`src/rtl/core/token_bucket_packet_shaper_macros.svh`:
```
// Assertion macros used by the token bucket shaper back end.
`ifndef TOKEN_BUCKET_PACKET_SHAPER_MACROS_SVH
`define TOKEN_BUCKET_PACKET_SHAPER_MACROS_SVH

// Check a property on every rising clock edge outside of reset.
`define TBS_ASSERT(lbl, prop, msg) \
  lbl: assert property (@(posedge clk_i) disable iff (!rst_ni) (prop)) else $error(msg);

// Check that one condition implies another on the following clock edge.
`define TBS_ASSERT_NEXT(lbl, ante, cons, msg) \
  lbl: assert property (@(posedge clk_i) disable iff (!rst_ni) (ante) |=> (cons)) \
    else $error(msg);

`endif

```
`src/rtl/core/tbs_pkg.sv`:
```
// Types, constants and event codes of the token bucket shaper.
package tbs_pkg;

  localparam int unsigned QueueDepth = 16;
  localparam int unsigned PtrW       = $clog2(QueueDepth);
  localparam int unsigned CntW       = $clog2(QueueDepth + 1);
  localparam int unsigned PAddrW     = 3;
  localparam logic [15:0] DepthReset = 16'd10;

  typedef enum logic [2:0] {
    EvQueued   = 3'd0,
    EvDropBig  = 3'd1,
    EvDropFull = 3'd2,
    EvTokAdd   = 3'd3,
    EvTokDrop  = 3'd4,
    EvReleased = 3'd5
  } event_e;

  typedef struct packed {
    logic        req_type;
    logic [15:0] packet_id;
    logic [15:0] tokens_needed;
  } req_t;

  typedef struct packed {
    event_e      event_code;
    logic [15:0] event_packet_id;
    logic [15:0] bucket_level;
    logic [4:0]  queue_count;
    logic        last_result;
  } res_t;

  // Classified request handed from front to back.
  typedef struct packed {
    logic        is_tick;
    logic        oversize;
    logic [15:0] id;
    logic [15:0] need;
  } cmd_t;

  typedef struct packed {
    logic [15:0] id;
    logic [15:0] need;
  } wq_entry_t;

endpackage

```
`src/rtl/core/tbs_front.sv`:
```
// Front end: accept requests, classify them, hand them to the command queue.
module tbs_front
  import tbs_pkg::*;
(
  input  logic        clk_i,
  input  logic        rst_ni,
  input  logic [15:0] bucket_depth_i,
  input  logic        in_valid_i,
  output logic        in_ready_o,
  input  req_t        in_data_i,
  output logic        cmd_valid_o,
  input  logic        cmd_ready_i,
  output cmd_t        cmd_o
);

  logic f_valid_q, f_valid_d;
  cmd_t f_cmd_q;
  logic accept;

  assign in_ready_o  = !f_valid_q || cmd_ready_i;
  assign accept      = in_valid_i && in_ready_o;
  assign cmd_valid_o = f_valid_q;
  assign cmd_o       = f_cmd_q;

  // Hold a request until the queue takes it.
  always_comb begin
    f_valid_d = f_valid_q;
    if (accept) begin
      f_valid_d = 1'b1;
    end else if (cmd_ready_i) begin
      f_valid_d = 1'b0;
    end
  end

  always_ff @(posedge clk_i or negedge rst_ni) begin
    if (!rst_ni) begin
      f_valid_q <= 1'b0;
    end else begin
      f_valid_q <= f_valid_d;
    end
  end

  // Classify on entry: tick or arrival, and oversize against the depth.
  always_ff @(posedge clk_i) begin
    if (accept) begin
      f_cmd_q.is_tick  <= in_data_i.req_type;
      f_cmd_q.oversize <= in_data_i.tokens_needed > bucket_depth_i;
      f_cmd_q.id       <= in_data_i.packet_id;
      f_cmd_q.need     <= in_data_i.tokens_needed;
    end
  end

endmodule

```
`src/rtl/core/tbs_cmd_fifo.sv`:
```
// Two-entry command queue between the front and back ends.
module tbs_cmd_fifo
  import tbs_pkg::*;
(
  input  logic clk_i,
  input  logic rst_ni,
  input  logic push_valid_i,
  output logic push_ready_o,
  input  cmd_t push_data_i,
  output logic pop_valid_o,
  input  logic pop_ready_i,
  output cmd_t pop_data_o
);

  cmd_t       slot_q [2];
  logic       wr_ptr_q, wr_ptr_d;
  logic       rd_ptr_q, rd_ptr_d;
  logic [1:0] count_q, count_d;
  logic       push, pop;

  assign push_ready_o = count_q != 2'd2;
  assign pop_valid_o  = count_q != 2'd0;
  assign pop_data_o   = slot_q[rd_ptr_q];
  assign push         = push_valid_i && push_ready_o;
  assign pop          = pop_valid_o && pop_ready_i;

  // Advance pointers and count.
  always_comb begin
    wr_ptr_d = push ? !wr_ptr_q : wr_ptr_q;
    rd_ptr_d = pop ? !rd_ptr_q : rd_ptr_q;
    count_d  = count_q;
    if (push && !pop) begin
      count_d = count_q + 2'd1;
    end else if (pop && !push) begin
      count_d = count_q - 2'd1;
    end
  end

  always_ff @(posedge clk_i or negedge rst_ni) begin
    if (!rst_ni) begin
      wr_ptr_q <= 1'b0;
      rd_ptr_q <= 1'b0;
      count_q  <= 2'd0;
    end else begin
      wr_ptr_q <= wr_ptr_d;
      rd_ptr_q <= rd_ptr_d;
      count_q  <= count_d;
    end
  end

  always_ff @(posedge clk_i) begin
    if (push) begin
      slot_q[wr_ptr_q] <= push_data_i;
    end
  end

endmodule

```
`src/rtl/core/tbs_back.sv`:
```
// Back end: bucket state, waiting queue memory, release loop and result register.
module tbs_back
  import tbs_pkg::*;
(
  input  logic        clk_i,
  input  logic        rst_ni,
  input  logic [15:0] bucket_depth_i,
  input  logic        cmd_valid_i,
  output logic        cmd_ready_o,
  input  cmd_t        cmd_i,
  output logic        out_valid_o,
  input  logic        out_ready_i,
  output res_t        out_data_o
);

`include "token_bucket_packet_shaper_macros.svh"

  localparam logic [1:0] S_IDLE  = 2'd0;
  localparam logic [1:0] S_CHECK = 2'd1;
  localparam logic [1:0] S_WAIT  = 2'd2;
  localparam logic [1:0] S_FINAL = 2'd3;

  localparam logic [PtrW-1:0] PtrLast = PtrW'(QueueDepth - 1);
  localparam logic [CntW-1:0] CntFull = CntW'(QueueDepth);

  logic [1:0]      state_q, state_d;
  logic [15:0]     level_q, level_d;
  logic [PtrW-1:0] head_q, head_d;
  logic [PtrW-1:0] tail_q, tail_d;
  logic [CntW-1:0] fill_q, fill_d;
  logic [CntW-1:0] rel_q, rel_d;
  res_t            pend_q, pend_d;
  logic            out_valid_q, out_valid_d;
  res_t            out_q, out_d;

  wq_entry_t mem_q [QueueDepth];
  wq_entry_t rd_q;
  logic      mem_we;
  logic      slot_free;
  logic      push, push_last;

  assign slot_free   = !out_valid_q || out_ready_i;
  assign out_valid_o = out_valid_q;
  assign out_data_o  = out_q;

  // Sequence one command: classify outcome, then release queue heads on a tick.
  always_comb begin
    state_d     = state_q;
    level_d     = level_q;
    head_d      = head_q;
    tail_d      = tail_q;
    fill_d      = fill_q;
    rel_d       = rel_q;
    pend_d      = pend_q;
    cmd_ready_o = 1'b0;
    mem_we      = 1'b0;
    push        = 1'b0;
    push_last   = 1'b0;
    unique case (state_q)
      S_IDLE: begin
        if (cmd_valid_i) begin
          cmd_ready_o = 1'b1;
          pend_d.event_packet_id = cmd_i.id;
          pend_d.last_result     = 1'b0;
          if (!cmd_i.is_tick) begin
            state_d = S_FINAL;
            if (cmd_i.oversize) begin
              pend_d.event_code = EvDropBig;
            end else if (fill_q == CntFull) begin
              pend_d.event_code = EvDropFull;
            end else begin
              mem_we            = 1'b1;
              tail_d            = (tail_q == PtrLast) ? '0 : tail_q + 1'b1;
              fill_d            = fill_q + 1'b1;
              pend_d.event_code = EvQueued;
            end
          end else begin
            rel_d                  = '0;
            pend_d.event_packet_id = '0;
            if (level_q < bucket_depth_i) begin
              level_d           = level_q + 16'd1;
              pend_d.event_code = EvTokAdd;
            end else begin
              pend_d.event_code = EvTokDrop;
            end
            state_d = (fill_q == '0) ? S_FINAL : S_CHECK;
          end
          pend_d.bucket_level = level_d;
          pend_d.queue_count  = 5'(fill_d);
        end
      end
      S_CHECK: begin
        if (rel_q != CntFull && fill_q != '0 && level_q >= rd_q.need) begin
          // Release the head once the previous result can go out.
          if (slot_free) begin
            push                   = 1'b1;
            level_d                = level_q - rd_q.need;
            head_d                 = (head_q == PtrLast) ? '0 : head_q + 1'b1;
            fill_d                 = fill_q - 1'b1;
            rel_d                  = rel_q + 1'b1;
            pend_d.event_code      = EvReleased;
            pend_d.event_packet_id = rd_q.id;
            pend_d.bucket_level    = level_d;
            pend_d.queue_count     = 5'(fill_d);
            pend_d.last_result     = 1'b0;
            state_d                = S_WAIT;
          end
        end else begin
          state_d = S_FINAL;
        end
      end
      S_WAIT: begin
        // Let the memory read of the new head settle.
        state_d = S_CHECK;
      end
      S_FINAL: begin
        if (slot_free) begin
          push      = 1'b1;
          push_last = 1'b1;
          state_d   = S_IDLE;
        end
      end
      default: begin
        state_d = S_IDLE;
      end
    endcase
  end

  // Load the result register, or drain it when taken.
  always_comb begin
    out_valid_d = out_valid_q;
    out_d       = out_q;
    if (push) begin
      out_valid_d       = 1'b1;
      out_d             = pend_q;
      out_d.last_result = push_last;
    end else if (out_ready_i) begin
      out_valid_d = 1'b0;
    end
  end

  always_ff @(posedge clk_i or negedge rst_ni) begin
    if (!rst_ni) begin
      state_q     <= S_IDLE;
      level_q     <= '0;
      head_q      <= '0;
      tail_q      <= '0;
      fill_q      <= '0;
      rel_q       <= '0;
      out_valid_q <= 1'b0;
    end else begin
      state_q     <= state_d;
      level_q     <= level_d;
      head_q      <= head_d;
      tail_q      <= tail_d;
      fill_q      <= fill_d;
      rel_q       <= rel_d;
      out_valid_q <= out_valid_d;
    end
  end

  always_ff @(posedge clk_i) begin
    pend_q <= pend_d;
    out_q  <= out_d;
  end

  // Waiting queue: write at the tail, registered read at the head.
  always_ff @(posedge clk_i) begin
    if (mem_we) begin
      mem_q[tail_q] <= '{id: cmd_i.id, need: cmd_i.need};
    end
    rd_q <= mem_q[head_q];
  end

  `TBS_ASSERT(a_fill_bound, fill_q <= CntFull, "queue fill exceeds depth")
  `TBS_ASSERT(a_ring_consistent, (tail_q - head_q) == fill_q[PtrW-1:0],
  "ring pointers disagree with fill")
  `TBS_ASSERT_NEXT(a_wait_then_check, state_q == S_WAIT, state_q == S_CHECK,
  "release loop skipped the head check")

endmodule

```
`src/rtl/core/token_bucket_packet_shaper.sv`:
```
// An arrival gives one result; a tick gives one token result and then one result per released
// packet, the last of them marked last_result. The back end takes one command at a time;
// the front register and the two-entry command queue hold further requests meanwhile, and
// each release costs a head check plus a registered read of the waiting queue memory.
// Reset clears bucket level, queue pointers and all handshake state, and sets
// bucket_depth to 10; the waiting queue memory is not cleared.
module token_bucket_packet_shaper
  import tbs_pkg::*;
(
  input  logic              clk_i,
  input  logic              rst_ni,
  input  logic              in_valid_i,
  output logic              in_ready_o,
  input  req_t              in_data_i,
  output logic              out_valid_o,
  input  logic              out_ready_i,
  output res_t              out_data_o,
  input  logic              psel,
  input  logic              penable,
  input  logic              pwrite,
  input  logic [PAddrW-1:0] paddr,
  input  logic [31:0]       pwdata,
  output logic [31:0]       prdata,
  output logic              pready
);

  logic [15:0] depth_q;
  logic        sel_depth;
  logic        f_valid, f_ready;
  cmd_t        f_cmd;
  logic        b_valid, b_ready;
  cmd_t        b_cmd;

  // Decode the single configuration register at word 0.
  assign pready    = 1'b1;
  assign sel_depth = !paddr[2];
  assign prdata    = sel_depth ? {16'd0, depth_q} : 32'd0;

  always_ff @(posedge clk_i or negedge rst_ni) begin
    if (!rst_ni) begin
      depth_q <= DepthReset;
    end else if (psel && penable && pwrite && sel_depth) begin
      depth_q <= pwdata[15:0];
    end
  end

  tbs_front u_front (
    .clk_i          (clk_i),
    .rst_ni         (rst_ni),
    .bucket_depth_i (depth_q),
    .in_valid_i     (in_valid_i),
    .in_ready_o     (in_ready_o),
    .in_data_i      (in_data_i),
    .cmd_valid_o    (f_valid),
    .cmd_ready_i    (f_ready),
    .cmd_o          (f_cmd)
  );

  tbs_cmd_fifo u_cmd_fifo (
    .clk_i        (clk_i),
    .rst_ni       (rst_ni),
    .push_valid_i (f_valid),
    .push_ready_o (f_ready),
    .push_data_i  (f_cmd),
    .pop_valid_o  (b_valid),
    .pop_ready_i  (b_ready),
    .pop_data_o   (b_cmd)
  );

  tbs_back u_back (
    .clk_i          (clk_i),
    .rst_ni         (rst_ni),
    .bucket_depth_i (depth_q),
    .cmd_valid_i    (b_valid),
    .cmd_ready_o    (b_ready),
    .cmd_i          (b_cmd),
    .out_valid_o    (out_valid_o),
    .out_ready_i    (out_ready_i),
    .out_data_o     (out_data_o)
  );

endmodule

```
`config.mk`:
```
export PLATFORM = sky130hd
export DESIGN_NAME = token_bucket_packet_shaper
export DESIGN_NICKNAME = d
export VERILOG_FILES = /design/src/rtl/core/tbs_pkg.sv /design/src/rtl/core/tbs_front.sv /design/src/rtl/core/tbs_cmd_fifo.sv /design/src/rtl/core/tbs_back.sv /design/src/rtl/core/token_bucket_packet_shaper.sv
export VERILOG_INCLUDE_DIRS = /design/src /design/src/rtl/core
export SDC_FILE = /design/constraint.sdc
export NUM_CORES = 1
export LEC_CHECK = 0
export BUFFER_PORTS_ARGS = -buffer_cell sky130_fd_sc_hd__buf_2
export CELL_PAD_IN_SITES_DETAIL_PLACEMENT = 0
export CELL_PAD_IN_SITES_GLOBAL_PLACEMENT = 1
export CORE_UTILIZATION = 35
export DETAILED_ROUTE_END_ITERATION = 8
export GPL_TIMING_DRIVEN = 0
export PLACE_DENSITY_LB_ADDON = 0.1
export SYNTH_ARGS = -nofsm -noshare
export SYNTH_HDL_FRONTEND = slang
export SYNTH_SLANG_ARGS = --single-unit
```
`constraint.sdc`:
```
create_clock -name clk_i -period 4.5 [get_ports clk_i]
set_input_delay 0.225 -clock clk_i [delete_from_list [all_inputs] [get_ports clk_i]]
set_output_delay 0.225 -clock clk_i [all_outputs]
set_load 0.05 [all_outputs]
```
# [Word-level counts from Yosys, hierarchy flattened]
# Memories as Yosys holds them, arrays and structs flattened. A register that Yosys moved wholly into a read port is not among the register bits.
# Index checks and enable logic that the tools add are counted.
[op_classes] n_bitwise=3 n_reduce_logical=32 n_eq_ne=14 mux=57 order_cmp=3 n_addsub=9
[ops] operator="$mux W41" n=3
[ops] operator="$mux W16" n=7
[ops] operator="$pmux W41 S2" n=1
[ops] operator="$mux W5" n=10
[ops] operator="$pmux W16 S2" n=1
[ops] operator="$pmux W5 S2" n=2
[ops] operator="$mux W2" n=9
[ops] operator="$mux W1" n=17
[ops] operator="$add A16 B1 Y16 const B" n=1
[ops] operator="$ge A16 B16 Y1" n=1
[ops] operator="$gt A16 B16 Y1" n=1
[ops] operator="$lt A16 B16 Y1" n=1
[ops] operator="$sub A16 B16 Y16" n=1
[ops] operator="$add A5 B1 Y5 const B" n=2
[ops] operator="$logic_and A1 B1 Y1" n=10
[ops] operator="$reduce_and A5 Y1" n=2
[ops] operator="$reduce_bool A2 Y1" n=5
[ops] operator="$mux W3" n=3
[ops] operator="$add A4 B1 Y4 const B" n=2
[ops] operator="$eq A4 B4 Y1 const B" n=2
[ops] operator="$mux W4" n=2
[ops] operator="$ne A2 B1 Y1 const B" n=4
[ops] operator="$pmux W2 S4" n=1
[ops] operator="$logic_not A1 Y1" n=7
[ops] operator="17 further kinds" n=23
[word_totals] ff_bits=173 memories=2 ram_bits=580 elab_cells=145
[mem_list] memory="u_back.mem_q" words=16 width=32 read_ports=1 rd_clocked_by_memory_dff=1 wr=1 line_no="tbs_back.sv:36" rtl="wq_entry_t mem_q [QueueDepth];"
[mem_list] memory="u_cmd_fifo.slot_q" words=2 width=34 read_ports=1 rd_clocked_by_memory_dff=0 wr=1 line_no="tbs_cmd_fifo.sv:15" rtl="cmd_t slot_q [2];"

# [Longest topological paths before layout]
[depth] depth_word=8 ltp_mapped=12 mapped_depth_nobuf=11

# [Cells and area by module]
# Synthesis repeated with hierarchy kept, for this count alone.
[hier_totals] hier_cells=1952 area_unflattened_um2=32103.3
[by_module_without_submodules] module="tbs_back" cells_per_inst=1665 n_inst=1 area_per_inst_um2=26929.6
[by_module_without_submodules] module="tbs_cmd_fifo" cells_per_inst=124 n_inst=1 area_per_inst_um2=2798.9
[by_module_without_submodules] module="tbs_front" cells_per_inst=93 n_inst=1 area_per_inst_um2=1472.7
[by_module_without_submodules] module="token_bucket_packet_shaper" cells_per_inst=70 n_inst=1 area_per_inst_um2=902.1

# [Worst setup path before layout]
# Ideal clock, no wire load.
[synth_timing] path_kind="reg-to-reg" startpoint="register u_cmd_fifo.rd_ptr_q" endpoint="memory u_back.mem_q[4][0] (netlist bit) (enable)" path_stages_with_launch=7 t_required_ps=4039 setup_time_ps=461 t_arrival_ps=3720 setup_slack_ps=319 path_cell_list="dfrtp_1 -> buf_2 -> o32ai_2 -> nand2_1 -> nor2_2 -> nand2_1 -> nor3_1"
[synth_between] elab_chain_len=7
[synth_lines] item="start, declared" line_no="tbs_cmd_fifo.sv:17" rtl="logic rd_ptr_q, rd_ptr_d;"
[synth_lines] item="start signal, assigned" line_no="tbs_cmd_fifo.sv:46" rtl="rd_ptr_q <= rd_ptr_d;"
[synth_lines] item="$mem_v2 Z2 W34 (*)"
[synth_lines] item="$mux W1" line_no="tbs_back.sv:67" rtl="if (cmd_i.oversize) begin"
[synth_lines] item="$mux W1 (*)" line_no="tbs_back.sv:65" rtl="if (!cmd_i.is_tick) begin"
[synth_lines] item="$mux W1 (*)" line_no="tbs_back.sv:61" rtl="if (cmd_valid_i) begin"
[synth_lines] item="$mux W1 (*)" line_no="tbs_back.sv:59" rtl="unique case (state_q)"
[synth_lines] item="$mux W1 (*)" line_no="tbs_back.sv:169" rtl="if (mem_we) begin"
[synth_lines] item="$mux W1 (not written as such) (*)" line_no="tbs_back.sv:170" rtl="mem_q[tail_q] <= '{id: cmd_i.id, need: cmd_i.need};"
[synth_lines] item="end, declared" line_no="tbs_back.sv:36"
# Mark *: on every way between the ends. The rest lies on a longest branch, timed or not.

# [Worst setup path in the final report]
[layout_timing] startpoint="register u_cmd_fifo.rd_ptr_q" endpoint="memory u_back.mem_q[5][27] (netlist bit) (enable)"
# The elaborated chain is that of the path after synthesis.

==> summary.txt <==
Status
  – Status: complete, no violations

Pwr
  – Power Dens Cells: 702 mW/mm^2
  – Static leakage: 13.1 nW
  – VDD IR max: 0.000329 V

Detailed routing
  – Iter 0 DRT Violations: 1,326
  – Routed len/inst: 25.2 um
  – Vias/cell: 5.13
  – Antenna viol nets, final: 0
  – Drt pass-1 iters: 5
  – Post-Route WL: 87,600 um
  – Residual DRC: 0
  – Via count: 17,800

Clocking
  – Root Driver: clkbuf_16
  – # clock sinks: 785
  – H-tree levels: 3
  – CTS tree: built
  – Num CTS Buffers: 86
  – Post-cts resize count: 0
  – Clock tree buffer depth: 3
  – Clock latency on the worst-skew pair: 0.64 ns
  – Reg clk slew, reported paths: 0.06 ns

Logic synthesis
  – Unique masters post-synth: 79
  – Register area share after synthesis: 72.4%
  – Top-area cell type share of the netlist area: 65.8%
  – Async set-reset flop share out of synthesis: 7.39%
  – Most common cell in the netlist: edfxtp_1
  – Primary FF master, synth: edfxtp_1
  – Mapped Cells: 1,929
  – Yosys warns: 0
  – Synth top area cells: edfxtp_1 (66%), mux4_2 (4.5%), dfrtp_1 (4.4%), mux2i_1 (3.4%), mux2_2 (2.6%)
  – Top post-synthesis cells by count: edfxtp_1 (695), nand2_1 (122), o21ai_0 (117), mux2i_1 (107), a21oi_1 (75)
  – Flop and latch count out of synthesis: 785
  – Post-synth EDFFs: 695
  – Syn avg cell area: 16.4 um^2
  – Cell area after synthesis: 0.0317 mm^2
  – Leading area contributor after synthesis: edfxtp_1

GRT
  – Total gr overflow: 0
  – Vias in the first global route: 18,000
  – Largest net degree at the start of global routing: 53
  – Met1 Use GR: 26.9%
  – GRT met2 Usage: 31.8%
  – Global route hottest layer: met2
  – GRT Overall Usage: 19.3%
  – Initial antenna violation count: 2
  – M3 GR Usage: 2.87%
  – First-pass GRT wire length: 126,000 um

Floorplan
  – Core Area: 0.0899 mm^2
  – Total die area: 0.0918 mm^2
  – I/O Pins: 151
  – Die width: 303 um
  – Placement Rows: 110
  – Chip Height: 303 um
  – Initial Util: 35.3%

Setup path
  – Setup crit start kind: register
  – Critical path, cell by cell: buf_2, o32ai_2, nand2_1, nor2_2, nand2_1, nor3_2, buf_6, buf_6
  – Crit-path max cell delay: 0.64 ns
  – Largest fanout on the critical path: 9
  – Reg2Reg Depth: 8
  – Critical Path RT: 4.83 ns
  – Critical-path top delay cell: o32ai_2
  – Critical path arrival: 4.14 ns
  – CP Capture Type: register
  – Critical setup path kind: register to register

STA
  – Setup repair after global routing missed its margin: false
  – Final Setup Violations: 0
  – Headroom to the max-slew limit: 10.4%
  – Setup tns final: 0 ns
  – Max Clock Freq: 262 MHz
  – Fin crit period: 3.81 ns
  – Final Hold Fails: 0
  – Max Slew Vio Count: 0
  – Least-Margin Pin Slew: 1.34 ns
  – Setup Skew: 0.0218 ns
  – Fin crit share: 84.7%

Layout
  – Syn-to-layout area delta: 18.7%
  – ANT cells: 0
  – NumNets Final: 2,366
  – Final instance area: 0.0376 mm^2
  – Layout cells sized above 1: 20.9%

Place
  – DP Wirelength: 60,500 um
  – GP Congestion: 0.826
  – Port Buffers: 114
  – Placed inst area: 0.0344 mm^2

Flow run
  – Max Cap Viol: 0

Worst hold path
  – Worst Hold Class: primary input to async pin
layout make-up:
class / instances / area, um^2
Sequential cell: 785 / 23000
Clock inverter: 49 / 358
Timing Repair Buffer: 200 / 1630
Multi-Input combinational cell: 996 / 8160
Clock buffer: 111 / 2330
Tap cell: 1176 / 1470
Inverter: 57 / 219
Fill cell: 8172 / 52200
Buffer: 106 / 502
logic make-up (layout without fill, tap and decap cells):
logic type	count (synthesis)	in the layout	share of synthesized area, %
flops	785	785	72.4
other cells	2	17	0.0237
simple gates	301	301	4.48
fa+ha+maj	59	59	2.35
compound gates	333	333	6.73
buf+inv	163	523	2.27
mux	248	248	10.7
xor+xnor	38	38	1.05
layer usage:
| metal | wire length (um) | share of wire, % |
|---|---|---|
| met1 | 39900 | 46 |
| met2 | 42200 | 48 |
| met5 | 0 | 0 |
| met3 | 3860 | 4.4 |
| met4 | 1620 | 1.8 |
per-stage QoR:
step	power [mW]	cells	setup WS (ns)	util, %	hold slack, ns
final	26.4	3480	0.687	41.9	0.110
after global routing	27.8	3480	0.454	41.9	0.0710
after CTS	26.8	3480	0.666	41.9	0.0536
after detailed placement	19.9	3267	0.702	38.3	0.0586
after global placement	19.7	3234	-3.40	37.6	0.401
after floorplan	16.5	1944	0.319	-	-0.0706
power by group:
part	total, mW	internal (mW)	switching (mW)
Combinational	9.04	2.84	6.20
Clock	6.75	3.88	2.86
Sequential	10.6	10.0	0.579
Total	26.4	16.8	9.65
repair_timing:
action                    4_1_cts  5_1_grt
setup buffers                   0        0
hold endpoints to repair      110        0
hold buffers                   53        0
critical path, delay by kind of cell, from the launching register on:
kind | cells | cell delay (ns)
flops | 1 | 0.35
buf+inv | 3 | 0.62
simple gates | 4 | 1.86
compound gates | 1 | 0.64
placed cells by master (no fill, tap or decap), types with 13 or more instances in the layout:
cell type	instances
mux4_2	64
o21ai_0	117
buf_2	133
nand3_1	15
nor3_1	13
a21oi_1	75
buf_4	21
clkinv_1	23
a221oi_1	33
edfxtp_1	695
clkbuf_16	89
a22oi_1	35
clkbuf_1	80
dlygate4sd3_1	53
ha_1	58
nor2_1	58
buf_6	14
dfxtp_1	32
conb_1	17
xnor2_1	30
inv_1	56
mux2i_1	107
nand2b_1	23
nand2_1	122
mux2_2	74
dfrtp_1	56
buf_12	15
worst paths after layout:
kind,start,to,slack [ns]
worst max-delay path,u_cmd_fifo.rd_ptr_q,u_back.mem_q[5][27],0.69
worst min-delay path,rst_ni,depth_q[3],0.11
worst max register to register,u_cmd_fifo.rd_ptr_q,u_back.mem_q[5][27],0.69
worst min register to register,u_back.pend_q[29],u_back.out_data_o[29],0.42
max in group asynchronous,rst_ni,depth_q[2],3.67
min in group clk_i,pwrite,depth_q[1],0.23
registers in the layout, summed over array words and instances (netlist names):
register	flops
u_cmd_fifo.slot_q	68
u_back.tail_q	4
u_back.rd_q	32
depth_q	16
u_back.level_q	16
u_back.out_valid_o	1
u_back.rel_q	5
u_front.cmd_o	34
u_back.fill_q	5
u_back.out_data_o	41
u_back.head_q	4
u_cmd_fifo.rd_ptr_q	1
u_front.cmd_valid_o	1
u_back.pend_q	40
u_back.mem_q	512
u_cmd_fifo.wr_ptr_q	1
u_back.state_q	2
u_cmd_fifo.count_q	2
No activity file was read; power rests on OpenSTA's default activity.
